--- config.mk ---
export PLATFORM = sky130hd
export DESIGN_NAME = led_matrix_frame_refresh_unit
export DESIGN_NICKNAME = d
export VERILOG_FILES = /design/src/rtl/core/lmfr_pkg.sv /design/src/rtl/core/lmfr_front.sv /design/src/rtl/core/lmfr_queue.sv /design/src/rtl/core/lmfr_back.sv /design/src/rtl/core/led_matrix_frame_refresh_unit.sv
export SDC_FILE = /design/constraint.sdc
export NUM_CORES = 1
export LEC_CHECK = 0
export CORE_MARGIN = 5
export CORE_UTILIZATION = 53
export CTS_BUF_LIST = sky130_fd_sc_hd__clkbuf_8
export DETAILED_ROUTE_END_ITERATION = 16
export DONT_BUFFER_PORTS = 1
export PLACE_DENSITY = 0.71
export SETUP_SLACK_MARGIN = 0.1
export SYNTH_ARGS = -nofsm -noshare
export SYNTH_HDL_FRONTEND = slang
export SYNTH_SLANG_ARGS = --single-unit
--- constraint.sdc ---
create_clock -name clk -period 8.81 [get_ports clk]
set_input_delay 1.762 -clock clk [delete_from_list [all_inputs] [get_ports clk]]
set_output_delay 1.762 -clock clk [all_outputs]
set_load 0.005 [all_outputs]
--- src/rtl/core/lmfr_pkg.sv ---
// Shared types, constants and helpers of the LED matrix frame refresh unit.
package lmfr_pkg;

	localparam int MAX_DEVICES_DEF = 4;
	localparam int ROWS = 8;
	localparam int QUEUE_DEPTH = 2;

	localparam logic [2:0] DEVICE_COUNT_RST = 3'd4;
	localparam logic [7:0] NOOP_BYTE = 8'h00;

	localparam logic [2:0] OP_SET_PIXEL = 3'd0;
	localparam logic [2:0] OP_CLEAR     = 3'd1;
	localparam logic [2:0] OP_DRAW      = 3'd2;
	localparam logic [2:0] OP_BCAST     = 3'd3;
	localparam logic [2:0] OP_WRITE_ONE = 3'd4;
	localparam logic [2:0] OP_SET_ROW   = 3'd5;

	typedef enum logic [2:0] {
		K_PIX,
		K_CLR,
		K_DRAW,
		K_BCAST,
		K_ONE
	} cmd_kind_t;

	typedef struct packed {
		cmd_kind_t  kind;
		logic       pixel_on;
		logic [7:0] x;
		logic [2:0] y;
		logic [7:0] idx;
		logic [7:0] addr;
		logic [7:0] data;
	} cmd_t;

	typedef struct packed {
		logic [7:0] word_addr;
		logic [7:0] word_data;
		logic       frame_end;
		logic       last;
	} out_word_t;

	typedef enum logic [1:0] {
		BK_IDLE,
		BK_PIX_WR,
		BK_WORDS
	} back_state_t;

	function automatic logic [7:0] mirror8(input logic [7:0] v);
		logic [7:0] m;
		for (int b = 0; b < 8; b++) begin
			m[7 - b] = v[b];
		end
		return m;
	endfunction

endpackage

--- src/rtl/core/lmfr_front.sv ---
// Front end: accepts commands, drops those that do nothing and classifies the rest.
module lmfr_front import lmfr_pkg::*; #(
	parameter int MAX_DEVICES = MAX_DEVICES_DEF,
	localparam int CNT_W = $clog2(MAX_DEVICES + 1)
) (
	input  logic             start,
	input  logic             full,
	input  logic [CNT_W-1:0] n,
	input  logic [2:0]       op,
	input  logic [7:0]       x,
	input  logic [7:0]       y,
	input  logic             pixel_on,
	input  logic [7:0]       device_index,
	input  logic [7:0]       reg_addr,
	input  logic [7:0]       reg_data,
	input  logic [7:0]       row,
	output logic             push,
	output cmd_t             cmd
);

	localparam int COLS = 8 * MAX_DEVICES;

	logic keep;
	logic chain_ok;

	assign chain_ok = (n != '0);

	always_comb begin
		keep          = 1'b0;
		cmd.kind      = K_CLR;
		cmd.pixel_on  = pixel_on;
		cmd.x         = x;
		cmd.y         = y[2:0];
		cmd.idx       = device_index;
		cmd.addr      = reg_addr;
		cmd.data      = reg_data;
		unique case (op)
			OP_SET_PIXEL: begin
				cmd.kind = K_PIX;
				keep     = (x < 8'(COLS)) && (y < 8'(ROWS));
			end
			OP_CLEAR: begin
				cmd.kind = K_CLR;
				keep     = 1'b1;
			end
			OP_DRAW: begin
				cmd.kind = K_DRAW;
				keep     = chain_ok;
			end
			OP_BCAST: begin
				cmd.kind = K_BCAST;
				keep     = chain_ok;
			end
			OP_WRITE_ONE: begin
				cmd.kind = K_ONE;
				keep     = device_index < 8'(n);
			end
			OP_SET_ROW: begin
				cmd.kind = K_BCAST;
				cmd.addr = row;
				keep     = chain_ok && (row >= 8'd1) && (row <= 8'(ROWS));
			end
			default: begin
				keep = 1'b0;
			end
		endcase
	end

	assign push = start && !full && keep;

endmodule

--- src/rtl/core/lmfr_queue.sv ---
// Short command queue between the front end and the word sequencer.
module lmfr_queue import lmfr_pkg::*; (
	input  logic clk,
	input  logic arst_n,
	input  logic push,
	input  cmd_t push_cmd,
	input  logic pop,
	output logic q_valid,
	output cmd_t q_cmd,
	output logic full
);

	localparam int PW = (QUEUE_DEPTH > 1) ? $clog2(QUEUE_DEPTH) : 1;
	localparam int CW = $clog2(QUEUE_DEPTH + 1);

	cmd_t          slot_q [QUEUE_DEPTH];
	logic [PW-1:0] wptr_q;
	logic [PW-1:0] rptr_q;
	logic [CW-1:0] cnt_q;

	function automatic logic [PW-1:0] next_ptr(input logic [PW-1:0] p);
		return (p == PW'(QUEUE_DEPTH - 1)) ? '0 : PW'(p + 1'b1);
	endfunction

	always_ff @(posedge clk) begin
		if (push) begin
			slot_q[wptr_q] <= push_cmd;
		end
	end

	always_ff @(posedge clk or negedge arst_n) begin
		if (!arst_n) begin
			wptr_q <= '0;
			rptr_q <= '0;
			cnt_q  <= '0;
		end else begin
			if (push) begin
				wptr_q <= next_ptr(wptr_q);
			end
			if (pop) begin
				rptr_q <= next_ptr(rptr_q);
			end
			if (push && !pop) begin
				cnt_q <= CW'(cnt_q + 1'b1);
			end else if (pop && !push) begin
				cnt_q <= CW'(cnt_q - 1'b1);
			end
		end
	end

	assign q_valid = (cnt_q != '0);
	assign q_cmd   = slot_q[rptr_q];
	assign full    = (cnt_q == CW'(QUEUE_DEPTH));

endmodule

--- src/rtl/core/lmfr_back.sv ---
// Back end: frame buffer and word sequencer that carries out queued commands.
module lmfr_back import lmfr_pkg::*; #(
	parameter int MAX_DEVICES = MAX_DEVICES_DEF,
	localparam int CNT_W = $clog2(MAX_DEVICES + 1)
) (
	input  logic             clk,
	input  logic             arst_n,
	input  logic [CNT_W-1:0] n,
	input  logic             q_valid,
	input  cmd_t             q_cmd,
	output logic             pop,
	output logic             strobe,
	output out_word_t        word
);

	localparam int DEPTH = ROWS * MAX_DEVICES;
	localparam int AW    = $clog2(DEPTH);
	localparam int IDX_W = (MAX_DEVICES > 1) ? $clog2(MAX_DEVICES) : 1;

	back_state_t state_q, state_d;
	cmd_t        cmd_q, cmd_d;
	logic [IDX_W-1:0] i_q, i_d;
	logic [2:0]  r_q, r_d;

	logic [7:0]    mem [DEPTH];
	logic [DEPTH-1:0] vld_q;
	logic [7:0]    rd_s1;
	logic          rd_vld_s1;

	logic          rd_en;
	logic [AW-1:0] rd_addr;
	logic          we;
	logic [AW-1:0] wa;
	logic [7:0]    wd;
	logic          clr;
	logic [7:0]    old_byte;
	logic [7:0]    mask;

	logic          emit;
	logic [7:0]    w_addr;
	logic [7:0]    w_data;
	logic          w_mem;
	logic          w_fe;
	logic          w_last;

	logic          strobe_s1;
	logic [7:0]    addr_s1;
	logic [7:0]    data_s1;
	logic          mem_s1;
	logic          fe_s1;
	logic          last_s1;

	function automatic logic [AW-1:0] pix_entry(input cmd_t c);
		return AW'(AW'(c.y) * AW'(MAX_DEVICES) + AW'(c.x[7:3]));
	endfunction

	assign old_byte = rd_vld_s1 ? rd_s1 : NOOP_BYTE;
	assign mask     = 8'h80 >> cmd_q.x[2:0];
	assign wa       = pix_entry(cmd_q);
	assign wd       = cmd_q.pixel_on ? (old_byte | mask) : (old_byte & ~mask);

	always_comb begin
		state_d = state_q;
		cmd_d   = cmd_q;
		i_d     = i_q;
		r_d     = r_q;
		pop     = 1'b0;
		rd_en   = 1'b0;
		rd_addr = '0;
		we      = 1'b0;
		clr     = 1'b0;
		emit    = 1'b0;
		w_addr  = NOOP_BYTE;
		w_data  = NOOP_BYTE;
		w_mem   = 1'b0;
		w_fe    = 1'b0;
		w_last  = 1'b0;
		unique case (state_q)
			BK_IDLE: begin
				if (q_valid) begin
					pop   = 1'b1;
					cmd_d = q_cmd;
					i_d   = IDX_W'(n - 1'b1);
					r_d   = '0;
					unique case (q_cmd.kind)
						K_CLR: begin
							clr = 1'b1;
						end
						K_PIX: begin
							rd_en   = 1'b1;
							rd_addr = pix_entry(q_cmd);
							state_d = BK_PIX_WR;
						end
						default: begin
							state_d = BK_WORDS;
						end
					endcase
				end
			end
			BK_PIX_WR: begin
				we      = 1'b1;
				state_d = BK_IDLE;
			end
			BK_WORDS: begin
				emit   = 1'b1;
				w_fe   = (i_q == '0);
				w_last = (i_q == '0) && ((cmd_q.kind != K_DRAW) || (r_q == 3'(ROWS - 1)));
				if (cmd_q.kind == K_DRAW) begin
					w_addr  = 8'(r_q) + 8'd1;
					w_mem   = 1'b1;
					rd_en   = 1'b1;
					rd_addr = AW'(AW'(3'(ROWS - 1) - r_q) * AW'(MAX_DEVICES) + AW'(i_q));
				end else if ((cmd_q.kind == K_ONE) && (8'(i_q) != cmd_q.idx)) begin
					w_addr = NOOP_BYTE;
					w_data = NOOP_BYTE;
				end else begin
					w_addr = cmd_q.addr;
					w_data = cmd_q.data;
				end
				if (i_q == '0) begin
					if ((cmd_q.kind == K_DRAW) && (r_q != 3'(ROWS - 1))) begin
						r_d = 3'(r_q + 1'b1);
						i_d = IDX_W'(n - 1'b1);
					end else begin
						state_d = BK_IDLE;
					end
				end else begin
					i_d = IDX_W'(i_q - 1'b1);
				end
			end
			default: begin
				state_d = BK_IDLE;
			end
		endcase
	end

	always_ff @(posedge clk or negedge arst_n) begin
		if (!arst_n) begin
			state_q <= BK_IDLE;
		end else begin
			state_q <= state_d;
		end
	end

	always_ff @(posedge clk) begin
		cmd_q <= cmd_d;
		i_q   <= i_d;
		r_q   <= r_d;
	end

	always_ff @(posedge clk) begin
		if (we) begin
			mem[wa] <= wd;
		end
		if (rd_en) begin
			rd_s1 <= mem[rd_addr];
		end
	end

	always_ff @(posedge clk or negedge arst_n) begin
		if (!arst_n) begin
			vld_q     <= '0;
			rd_vld_s1 <= 1'b0;
		end else begin
			if (clr) begin
				vld_q <= '0;
			end else if (we) begin
				vld_q[wa] <= 1'b1;
			end
			if (rd_en) begin
				rd_vld_s1 <= vld_q[rd_addr];
			end
		end
	end

	always_ff @(posedge clk or negedge arst_n) begin
		if (!arst_n) begin
			strobe_s1 <= 1'b0;
		end else begin
			strobe_s1 <= emit;
		end
	end

	always_ff @(posedge clk) begin
		addr_s1 <= w_addr;
		data_s1 <= w_data;
		mem_s1  <= w_mem;
		fe_s1   <= w_fe;
		last_s1 <= w_last;
	end

	assign strobe         = strobe_s1;
	assign word.word_addr = addr_s1;
	assign word.word_data = mem_s1 ? (rd_vld_s1 ? mirror8(rd_s1) : NOOP_BYTE) : data_s1;
	assign word.frame_end = fe_s1;
	assign word.last      = last_s1;

endmodule

--- src/rtl/core/led_matrix_frame_refresh_unit.sv ---
// Top level of the LED matrix frame refresh unit.
// A command is taken when start is high and busy is low; busy rises only while the
// two-entry command queue is full. Queued commands run in order in the word
// sequencer: a pixel write reads, then writes, the buffer byte; a clear is done
// as it is taken from the queue; and a draw, broadcast, single write or row write
// is taken from the queue and then emits its words one per cycle (8*n words for
// a draw, n otherwise, n the saturated module count). Words appear in the cycle
// after they are sequenced, each on the word ports for exactly one cycle
// with strobe high; the receiver cannot stall them, and the words of one command
// come in consecutive cycles. Commands that cause nothing are dropped at the
// front. The buffer clears at reset and on a clear command.
module led_matrix_frame_refresh_unit import lmfr_pkg::*; #(
	parameter int MAX_DEVICES = MAX_DEVICES_DEF,
	localparam int CNT_W = $clog2(MAX_DEVICES + 1)
) (
	input  logic       clk,
	input  logic       arst_n,
	input  logic       start,
	output logic       busy,
	input  logic [2:0] op,
	input  logic [7:0] x,
	input  logic [7:0] y,
	input  logic       pixel_on,
	input  logic [7:0] device_index,
	input  logic [7:0] reg_addr,
	input  logic [7:0] reg_data,
	input  logic [7:0] row,
	input  logic       cfg_valid,
	output logic       cfg_ready,
	input  logic [2:0] cfg_data,
	output logic       strobe,
	output logic [7:0] word_addr,
	output logic [7:0] word_data,
	output logic       frame_end,
	output logic       last
);

	logic [2:0]       dev_count_q;
	logic [CNT_W-1:0] n;
	logic             full;
	logic             push;
	cmd_t             push_cmd;
	logic             pop;
	logic             q_valid;
	cmd_t             q_cmd;
	out_word_t        word;

	always_ff @(posedge clk or negedge arst_n) begin
		if (!arst_n) begin
			dev_count_q <= DEVICE_COUNT_RST;
		end else if (cfg_valid && cfg_ready) begin
			dev_count_q <= cfg_data;
		end
	end

	assign cfg_ready = 1'b1;
	assign n = (4'(dev_count_q) > 4'(MAX_DEVICES)) ? CNT_W'(MAX_DEVICES) : CNT_W'(dev_count_q);

	lmfr_front #(.MAX_DEVICES(MAX_DEVICES)) u_front (
		.start        (start),
		.full         (full),
		.n            (n),
		.op           (op),
		.x            (x),
		.y            (y),
		.pixel_on     (pixel_on),
		.device_index (device_index),
		.reg_addr     (reg_addr),
		.reg_data     (reg_data),
		.row          (row),
		.push         (push),
		.cmd          (push_cmd)
	);

	lmfr_queue u_queue (
		.clk      (clk),
		.arst_n   (arst_n),
		.push     (push),
		.push_cmd (push_cmd),
		.pop      (pop),
		.q_valid  (q_valid),
		.q_cmd    (q_cmd),
		.full     (full)
	);

	lmfr_back #(.MAX_DEVICES(MAX_DEVICES)) u_back (
		.clk     (clk),
		.arst_n  (arst_n),
		.n       (n),
		.q_valid (q_valid),
		.q_cmd   (q_cmd),
		.pop     (pop),
		.strobe  (strobe),
		.word    (word)
	);

	assign busy      = full;
	assign word_addr = word.word_addr;
	assign word_data = word.word_data;
	assign frame_end = word.frame_end;
	assign last      = word.last;

`ifndef ASSERT_OFF
	a_last_ends_frame: assert property (@(posedge clk) disable iff (!arst_n)
		strobe && last |-> frame_end)
		else $error("final word of a command does not end a frame");

	a_words_back_to_back: assert property (@(posedge clk) disable iff (!arst_n)
		strobe && !last |=> strobe)
		else $error("gap inside the words of one command");

	a_busy_only_when_full: assert property (@(posedge clk) disable iff (!arst_n)
		busy |-> q_valid)
		else $error("busy with an empty command queue");
`endif

endmodule

# Word level (Yosys, flattened, before mapping)

Memory sizes are Yosys's and may differ from the RTL's. A register that Yosys moved wholly into a read port is not among the register bits.
Cells that the tools add are included.

Register bits: 106
Input port bits: 59
Memory bits (writable): 334
Logic and storage cells: 155
Memories: 2

Memories:

| name           | words | bits a word | rd ports | clocked after Yosys merged registers in | write ports | line             | RTL |
|---|---|---|---|---|---|---|---|
| u_back.mem     | 32    | 8           | 1        | 1                                       | 1           | lmfr_back.sv:25  | `logic [7:0] mem [DEPTH];` |
| u_queue.slot_q | 2     | 39          | 1        | 0                                       | 1           | lmfr_queue.sv:16 | `cmd_t slot_q [QUEUE_DEPTH];` |

Shift operators: 1
Bitwise operators: 5
Multiplexer cells: 52
$add $sub $neg: 12
Eq/ne operators: 21
Order comparisons: 9
Reductions and logical operators: 31

Operator list:

| kind                                                            | count |
|---|---|
| two-way mux 32 bit                                              | 2 |
| two-way mux 8 bit                                               | 7 |
| bitwise OR 32 bit                                               | 1 |
| two-way mux 1 bit                                               | 18 |
| two-way mux 2 bit                                               | 8 |
| two-way mux 5 bit                                               | 3 |
| == test 3 bit (second input constant)                           | 4 |
| less-than comparator 5 x 6 -> 1 bit (second input constant)     | 2 |
| two-way mux 3 bit                                               | 4 |
| one-hot mux 2 bit (2 select lines)                              | 3 |
| one-hot mux 3 bit (4 select lines)                              | 1 |
| logical AND 1 bit                                               | 11 |
| adder 5 bit                                                     | 2 |
| one-hot mux 5 bit (2 select lines)                              | 1 |
| == test 3 x 2 -> 1 bit (second input constant)                  | 3 |
| bitwise AND 8 bit                                               | 1 |
| >= comparator 8 x 1 -> 1 bit (second input constant)            | 1 |
| less-or-equal comparator 8 x 4 -> 1 bit (second input constant) | 1 |
| less-than comparator 8 x 3 -> 1 bit                             | 1 |
| less-than comparator 8 x 4 -> 1 bit (second input constant)     | 1 |
| less-than comparator 8 x 6 -> 1 bit (second input constant)     | 1 |
| inequality test 2 x 8 -> 1 bit                                  | 1 |
| NOT 8 bit                                                       | 1 |
| bitwise OR 8 bit                                                | 1 |
| 34 further kinds                                                | 52 |

# Logic depth before layout (Yosys ltp)

Gate-level depths: netlist of run 1.

Depth in word-level cells: 11
Mapped depth: 13
Depth with buffers taken out: 11

# Modules after synthesis

A second synthesis of run 1 with hierarchy kept.

Cells, all modules: 1,167
Area, all modules: 18,308.8 sq um

Modules (own cells, without submodules):

| module                        | cells each | seq. area each (sq um) | area each (sq um) | instances |
|---|---|---|---|---|
| lmfr_back                     | 952        | 10,530.1               | 14,646.5          | 1 |
| lmfr_queue                    | 137        | 2,442.3                | 3,015.4           | 1 |
| lmfr_front                    | 67         | 0.0                    | 509.2             | 1 |
| led_matrix_frame_refresh_unit | 11         | 76.3                   | 137.6             | 1 |

# Worst setup path after synthesis of run 1

No wires, ideal clock.

Path kind: input -> register
From: in op[1]
To: mem u_queue.slot_q[0][0] (netlist bit) (enable)
Slack: 3.891 ns
Data required time: 8.370 ns
Arrival: 4.479 ns
Cell stages on the path: 6
Library setup time: 0.440 ns
Path through: inv_1 -> nand3_1 -> nor4_1 -> a31oi_1 -> a21oi_1 -> nor2b_1

Cells in the longest elaborated chain, start to end: 6

Ends and longest elaborated chain:

| element                                     | line                                | RTL |
|---|---|---|
| start, declared                             | led_matrix_frame_refresh_unit.sv:20 | `input logic [2:0] op,` |
| == test 3 x 2 -> 1 bit                      | lmfr_front.sv:37                    | `unique case (op)` |
| OR reduction 2 bit (no source line)         | --                                  |  |
| one-hot mux 1 bit (5 select lines) (*)      | lmfr_front.sv:37                    |  |
| logical AND 1 bit (*)                       | lmfr_front.sv:69                    | `assign push = start && !full && keep;` |
| named net push                              | led_matrix_frame_refresh_unit.sv:41 | `logic push;` |
| two-way mux 1 bit (*)                       | lmfr_queue.sv:26                    | `if (push) begin` |
| two-way mux 1 bit (implied by the code) (*) | lmfr_queue.sv:27                    | `slot_q[wptr_q] <= push_cmd;` |
| end, declared                               | lmfr_queue.sv:16                    |  |

The timed path passes the listed nets; every way through them passes the cells marked *.

# Worst setup path after layout of run 1

From: reg u_queue.rptr_q
To: reg u_back.rd_s1[3] (read register of u_back.mem) (data pin)

Cells in the longest elaborated chain, start to end: 5

Ends and longest elaborated chain:

| element                                                                                         | line                             | RTL |
|---|---|---|
| start, declared                                                                                 | lmfr_queue.sv:18                 | `logic [PW-1:0] rptr_q;` |
| start signal, assigned                                                                          | lmfr_queue.sv:41                 | `rptr_q <= next_ptr(rptr_q);` |
| memory read (2 x 39 bit) (*)                                                                    | --                               |  |
| adder 5 bit / logical NOT 3 bit (equally long branches)                                         | lmfr_back.sv:54, lmfr_back.sv:85 |  |
| two-way mux 5 bit / two-way mux 1 bit (equally long branches)                                   | lmfr_back.sv:85                  | `unique case (q_cmd.kind)` |
| two-way mux 5 bit / two-way mux 1 bit (equally long branches)                                   | lmfr_back.sv:80                  | `if (q_valid) begin` |
| one-hot mux 5 bit (2 select lines) / one-hot mux 1 bit (2 select lines) (equally long branches) | lmfr_back.sv:78                  | `unique case (state_q)` |
| end, declared                                                                                   | lmfr_back.sv:27                  | `logic [7:0] rd_s1;` |

Every way passes the cells marked *; elsewhere a longest branch is shown, timed or not.
A chain may end at the register's enable or synchronous reset.

==> key figures, run 1 <==
Setup path
  – Critical Path Sink Type: flop
  – Crit path max fanout: 77
  – CP Launch Type: flop
  – Worst r2r path cells: 10
  – Worst Setup Path Type: flop to flop
  – Critical Path RT: slightly above 9 ns
  – CP arrival: 5.52 ns

Timing
  – Setup violations, final: 0
  – Final Max Slew Viols: 0
  – Relative slew slack: 13.1%
  – Endpoints failing hold: 0
  – Unrepaired setup endpoints after global routing: false
  – Setup TNS: 0 ns
  – Worst-margin pin slew: around 1.3 ns
  – Maximum clock rate: a little under 200 MHz
  – Final Cycle Share: between 50 and 60%
  – Minimum clock period: a little over 5 ns
  – Clk_skew: 0.0366 ns

Clock tree
  – CTS tree: done
  – Hold_buf cts: 0
  – Root buf cell: clkbuf_8
  – Worst skew pair latency: 0.62 ns
  – Max Buffers Root-to-Sink: 3
  – PostCTS Resize Cnt: 0
  – Post-CTS setup repair buffer count: 0
  – H-tree depth: 3
  – Clock-pin slew on the worst setup and hold paths: 0.06 ns
  – CTS sink cnt: approximately 450
  – Total CTS buffers: 72

Drt
  – DR iter-0 viols: 1,150
  – WL met2: 20.9 mm
  – Top routing layer used: met5
  – Routed vias: around 11k
  – Met3 WL: roughly 4 mm
  – DRC Markers: 0
  – DRT met1 WL: about 18 mm
  – Routed wire length: 43.7 mm
  – Post-route ant nets: 0
  – Drt wl/cell: 23.8 um
  – Drt first pass iters: 8
  – Vias per std cell: 6.18

Flow run
  – Maxcap violations: 0

Power
  – Power Dens Cells: 289 mW/mm2
  – Power Total: 5.82 mW
  – Clock share of power: between 20% and 30%
  – Sequential Power Share: about half
  – Gate power share: about a quarter
  – Switching Power: about 1.9 mW
  – VDD IR max: 303 uV
  – Internal power: 3.97 mW
  – Sw Share: 31.9%
  – Leak: 7.02 nW

Synthesis
  – Post-synth EDFFs: 386
  – Mapped cell area: 0.0184 mm2
  – Distinct cells, synth: 74
  – Avg Inst Size Synth: 14.0 um2
  – Synth async-reset ratio: a little under a tenth
  – Synthesis-stage register bit count: roughly 450
  – Sequential fraction of the synthesis area: 70.8%
  – Post-Syn Nets: 1,383
  – Dominant synthesized flop cell: edfxtp_1
  – Post-Synthesis Cells: ~1.3k
  – Syn. warnings: 0

GRT
  – Vias in the first global route: about 12k
  – Gr usage total: 22.6%
  – GRT overflow: 0
  – First-pass GRT wire length: 67.2 mm
  – Pin count of the biggest net entering global routing: about 80
  – Initial antenna violation count: 2

Final layout
  – Layout area overhead: 9.36%
  – Layout fillers: about 2.7k
  – Commonest non-fill, non-tap cells in the layout: edfxtp_1 (386), nand2_1 (143), nand3_1 (115)
  – Register Area: around 0.013 mm2
  – Leading cell type in the layout, fill and taps excluded: edfxtp_1
  – Nets: 1,393
  – Share of layout cells above drive strength 1: 14.3%
  – Area occupied by multi-input gates: 0.00500 mm2
  – Layout Cells excl Fill: 1,835
  – Final core occ: 58.5%

Place
  – Buffers on Ports: 0
  – Hpwl dp: 26.2 mm
  – Placed Cells: between 1.5k and 2k
  – GPL Wtd Cong: 0.867

Floorplan
  – Vert. Die Dim: 196 um
  – # rows: 68
  – Core ar.: 0.0345 mm2
  – IO Pins: 80
  – Die Span X: 196 um
  – Die ar.: 0.0386 mm2
  – Starting Density: 53.5%

Worst hold path
  – Hold depth: 1
  – Min-delay worst type: flop to flop

Outcome
  – Status: finished clean
[worst paths after layout]
path / startpoint / endpoint / slack, ns
setup / recovery: u_queue.rptr_q / u_back.rd_s1[3] / 3.76
hold / removal: u_back.cmd_q[3] / u_back.data_s1[3] / 0.44
setup reg to reg: u_queue.rptr_q / u_back.rd_s1[3] / 3.76
hold reg to reg: u_back.cmd_q[3] / u_back.data_s1[3] / 0.44
max in group asynchronous: arst_n / dev_count_q[2] / 7.77
min in group asynchronous: arst_n / u_back.vld_q[27] / 0.83
[power by group through the flow]
stage / Clock [mW] / Combinational (mW) / Sequential [mW]
final: 1.61 / 1.35 / 2.86
after global routing: 1.74 / 1.47 / 2.89
after CTS: 1.64 / 1.35 / 2.86
after detailed placement: 0 / 1.35 / 2.90
after global placement: 0 / 1.31 / 2.89
after floorplan: 0 / 0.973 / 2.83
[cell families after synthesis]
logic type | synth area share (%)
DFF | 70.8
and+or+nand+nor | 11.2
AOI/OAI and AO/OA | 9.89
buffers and inverters | 2.63
muxes | 4.06
xor gates and xnor gates | 0.665
adders and majority gates | 0.760
other | 0.0203
[per-layer routing]
layer	global-route usage (%)	up-vias
li1	-	5084
met1	29.9	5608
met2	36.0	550
met3	6.48	100
met4	8.17	4
met5	0	-
[sequential cells by signal, indices dropped and copies added, names as in the netlist]
register	flops
u_back.rd_s1	8
u_queue.wptr_q	1
u_back.state_q	2
u_queue.rptr_q	1
u_back.mem_s1	1
u_back.fe_s1	1
u_back.rd_vld_s1	1
u_back.strobe	1
u_back.last_s1	1
u_queue.cnt_q	2
u_queue.slot_q	78
u_back.i_q	2
u_back.cmd_q	39
u_back.vld_q	32
dev_count_q	3
u_back.mem	256
u_back.addr_s1	8
u_back.r_q	3
u_back.data_s1	8
[worst max-delay path: stages (launching register included)]
cell and delay [ns]:
dfrtp_2 0.48, buf_4 0.48, nor4b_4 0.51, o2111ai_4 0.67, buf_4 0.53, nand2_2 0.17
buf_4 0.68, nand2_1 0.14, a31o_1 0.23, a2111oi_0 0.71, o311a_1 0.28
[cells in the mapped netlist (3+ instances only)]
library cell,number,area share (%)
a211oi_1,26,1.1
xor2_1,5,0.24
ha_1,8,0.54
o21a_1,35,1.4
mux2i_1,14,0.76
nor3b_1,4,0.16
and3_1,43,1.5
inv_1,14,0.29
clkbuf_1,47,0.96
nor3_1,8,0.22
o311a_1,8,0.43
a311oi_1,32,1.5
nor2_1,57,1.2
nand3b_1,4,0.16
buf_1,7,0.14
dfxtp_1,19,2.1
mux2_2,50,3.1
a21oi_1,5,0.14
a21boi_0,4,0.16
and2_1,15,0.51
nand2_1,143,2.9
edfxtp_1,386,63
a2111oi_0,31,1.5
o21ai_1,3,0.081
buf_2,23,0.62
o2111a_1,3,0.18
nor4_1,5,0.17
buf_4,3,0.12
dfrtp_1,42,5.7
buf_6,7,0.43
xnor2_1,9,0.43
nand3_1,115,3.1
o21ai_0,69,1.9
a31o_1,8,0.38
nor2b_1,4,0.14
or3_1,9,0.31
[final cells by class]
type	count	share of cell area (%)
inverters	16	0.298
diodes	1	0.0124
multi-input cells	762	24.8
well taps	455	2.82
repair buffers	24	0.894
clock buffers	78	5.33
flip-flops and latches	448	64.8
clock inverters	51	1.07
[per-stage QoR]
| stage | setup WS (ns) | hold WS, ns | area (um2) |
|---|---|---|---|
| 6_report | 3.76 | 0.444 | 20200 |
| 5_1_grt | 3.39 | 0.463 | 20200 |
| 4_1_cts | 3.71 | 0.445 | 20200 |
| 3_5_place_dp | 3.74 | 0.427 | 18900 |
| 3_3_place_gp | 3.81 | 0.424 | 18900 |
| 2_1_floorplan | 3.89 | 0.416 | 18400 |
Note: power is estimated with default switching activity, not from simulation.
==> inputs of run 2 (changes only) <==
--- a/config.mk
+++ b/config.mk
@@ -10,7 +10,7 @@
 export CTS_BUF_LIST = sky130_fd_sc_hd__clkbuf_8
 export DETAILED_ROUTE_END_ITERATION = 16
 export DONT_BUFFER_PORTS = 1
-export PLACE_DENSITY = 0.71
+export PLACE_DENSITY = 0.74
 export SETUP_SLACK_MARGIN = 0.1
 export SYNTH_ARGS = -nofsm -noshare
 export SYNTH_HDL_FRONTEND = slang
==> constraint.sdc (replaced) <==
create_clock -name clk -period 4.29 [get_ports clk]
set_input_delay 0.858 -clock clk [delete_from_list [all_inputs] [get_ports clk]]
set_output_delay 0.858 -clock clk [all_outputs]
set_load 0.005 [all_outputs]
==> run 2 against run 1 <==
Net effect: wire length shrank 0.18%; total power is 110% higher; clock power grew 130%; combinational power rose by 110%; register-to-register slack worse by 3.5 ns; worst setup slack got worse by 3.5 ns; final area rose by 1.6%; non-clock buffer count is 11 higher; critical path depth unchanged; clock-buffer cell count grew 3; final cell count rose by 0.71%.
==> key figures, run 2 (synthesis gave the netlist of run 1 again) <==
Place
  – Placed Cells: 1,715
  – GPL Wtd Cong: ~0.94
  – Hpwl dp: 26.8 mm
  – Buffers on Ports: 0

Setup path
  – Crit path max fanout: 13
  – Cell family with most CP delay: compound AO/OA/AOI/OAI gates
  – Worst path slowest cell: a2111oi_0
  – CP arrival: 4.48 ns
  – R2R setup slack: 0.28 ns
  – Worst path depth: 10
  – CP peak stage delay: 0.96 ns
  – R2r startpoint: u_queue.rptr_q
  – Worst Setup Path Type: flop to flop
  – Reg-to-Reg End: u_back.rd_s1[2]
  – Worst setup startpoint: u_queue.rptr_q
  – Crit path cell chain: mux2_2 > ha_1 > o2111a_1 > buf_4 > o21ai_0 > nand3_1 > a2111oi_0 > buf_4 > a2111oi_0 > o311a_1
  – CP Launch Type: flop
  – End point of the critical path: u_back.rd_s1[2]
  – Critical Path RT: 4.76 ns
  – Bufs and invs on worst path: 2
  – Critical Path Sink Type: flop
  – Worst r2r path cells: 10

Worst hold path
  – Min-delay worst type: input port to async pin

Floorplan
  – Die Span X: about 200 um
  – Vert. Die Dim: 196 um
  – Starting Density: 53.5%
  – Core ar.: ~0.034 mm2
  – Die ar.: a little under 0.04 mm2
  – # rows: 68
  – IO Pins: 80

Drt
  – Routed vias: roughly 12k
  – Vias per std cell: between 6 and 7
  – WL met2: between 20 and 25 mm
  – DR iter-0 viols: around 1.4k
  – Met3 WL: 4.00 mm
  – Top routing layer used: met4
  – Drt first pass iters: 5
  – Post-route ant nets: 0
  – Drt wl/cell: 23.6 um
  – DRT met1 WL: 17.2 mm
  – DRC Markers: 0
  – Routed wire length: 43.6 mm

Final layout
  – Share of layout cells above drive strength 1: between 10% and 20%
  – Layout area overhead: 11.1%
  – Layout Cells excl Fill: 1,848
  – Biggest register: u_back.mem
  – Commonest non-fill, non-tap cells in the layout: edfxtp_1 (386), nand2_1 (143), nand3_1 (115)
  – Leading cell type in the layout, fill and taps excluded: edfxtp_1
  – Nets: about 1.4k
  – Largest registers: u_back.mem x256, u_queue.slot_q x78, u_back.cmd_q x39
  – Ant. Diodes: 0
  – Max reg flops: 256

Clock tree
  – Root buf cell: clkbuf_8
  – Clock-pin slew on the worst setup and hold paths: 0.07 ns
  – Max Buffers Root-to-Sink: 3
  – PostCTS Resize Cnt: 0
  – Worst skew pair latency: 0.61 ns
  – H-tree depth: 3
  – Total CTS buffers: 72
  – CTS tree: done
  – CTS sink cnt: between 400 and 500

GRT
  – GRT overflow: 0
  – Initial antenna violation count: 0
  – Pin count of the biggest net entering global routing: 73
  – Gr usage total: 22.5%
  – Vias in the first global route: 11.6k
  – First-pass GRT wire length: 67.7 mm

Outcome
  – Status: finished clean

Timing
  – Final Cycle Share: 93.5%
  – Worst-margin pin slew: 1.21 ns
  – Final worst hold slack: 0.107 ns
  – Maximum clock rate: 249 MHz
  – Unrepaired setup endpoints after global routing: false
  – Setup violations, final: 0
  – Minimum clock period: 4.01 ns
  – Relative slew slack: 19.2%
  – Setup TNS: 0 ns
  – Clk_skew: 0.0387 ns
  – Endpoints failing hold: 0
  – Final Max Slew Viols: 0

Power
  – Leak: slightly above 7 nW
  – Power Dens Cells: roughly 610 mW/mm2
  – VDD IR max: just over 600 uV

Flow run
  – Maxcap violations: 0
==> run 2: worst min path at each step <==
stage                                start           endpoint  depth (start not counted)
after floorplan            u_back.cmd_q[8]  u_back.addr_s1[0]                          2
after global placement    u_back.cmd_q[15]  u_back.addr_s1[7]                          1
after detailed placement   u_back.cmd_q[5]  u_back.data_s1[5]                          1
after CTS                           arst_n     dev_count_q[1]                          1
after global routing                arst_n     dev_count_q[1]                          1
final                               arst_n     dev_count_q[1]                          1
==> run 2: report_power, final <==
group          internal (mW)  total, mW  switching (mW)
logic                  0.944       2.85            1.90
registers               5.56       5.87           0.312
clock network           2.00       3.71            1.71
==> run 2: through the flow <==
stage	power, mW	setup slack [ns]	utilization (%)	area (um2)
6_report	12.4	0.279	59.4	20500
5_1_grt	13.0	0.284	59.4	20500
4_1_cts	12.5	0.414	59.4	20500
3_5_place_dp	8.76	0.406	55.1	19000
3_3_place_gp	8.68	0.508	55.1	19000
2_1_floorplan	7.81	0.275	-	18400
==> run 2: area by class of cell <==
cell class / instances / area (um2)
clock buffers: 81 / 1110
fillers: 2592 / 14000
clock inverters: 51 / 359
flip-flops and latches: 448 / 13100
well taps: 455 / 569
inverters: 16 / 60.1
repair buffers: 35 / 333
multi-input cells: 762 / 5000
==> run 2: layer usage <==
layer / vias to the layer above / global-route usage (%)
li1: 5095 / -
met1: 5855 / 30.6
met2: 644 / 36.5
met3: 85 / 5.03
met4: 0 / 7.24
met5: - / 0
==> run 2: timing repair <==
action                    in CTS  in global routing
hold buffers                   1                  0
buffers inserted               0                  0
hold endpoints to repair      42                  0
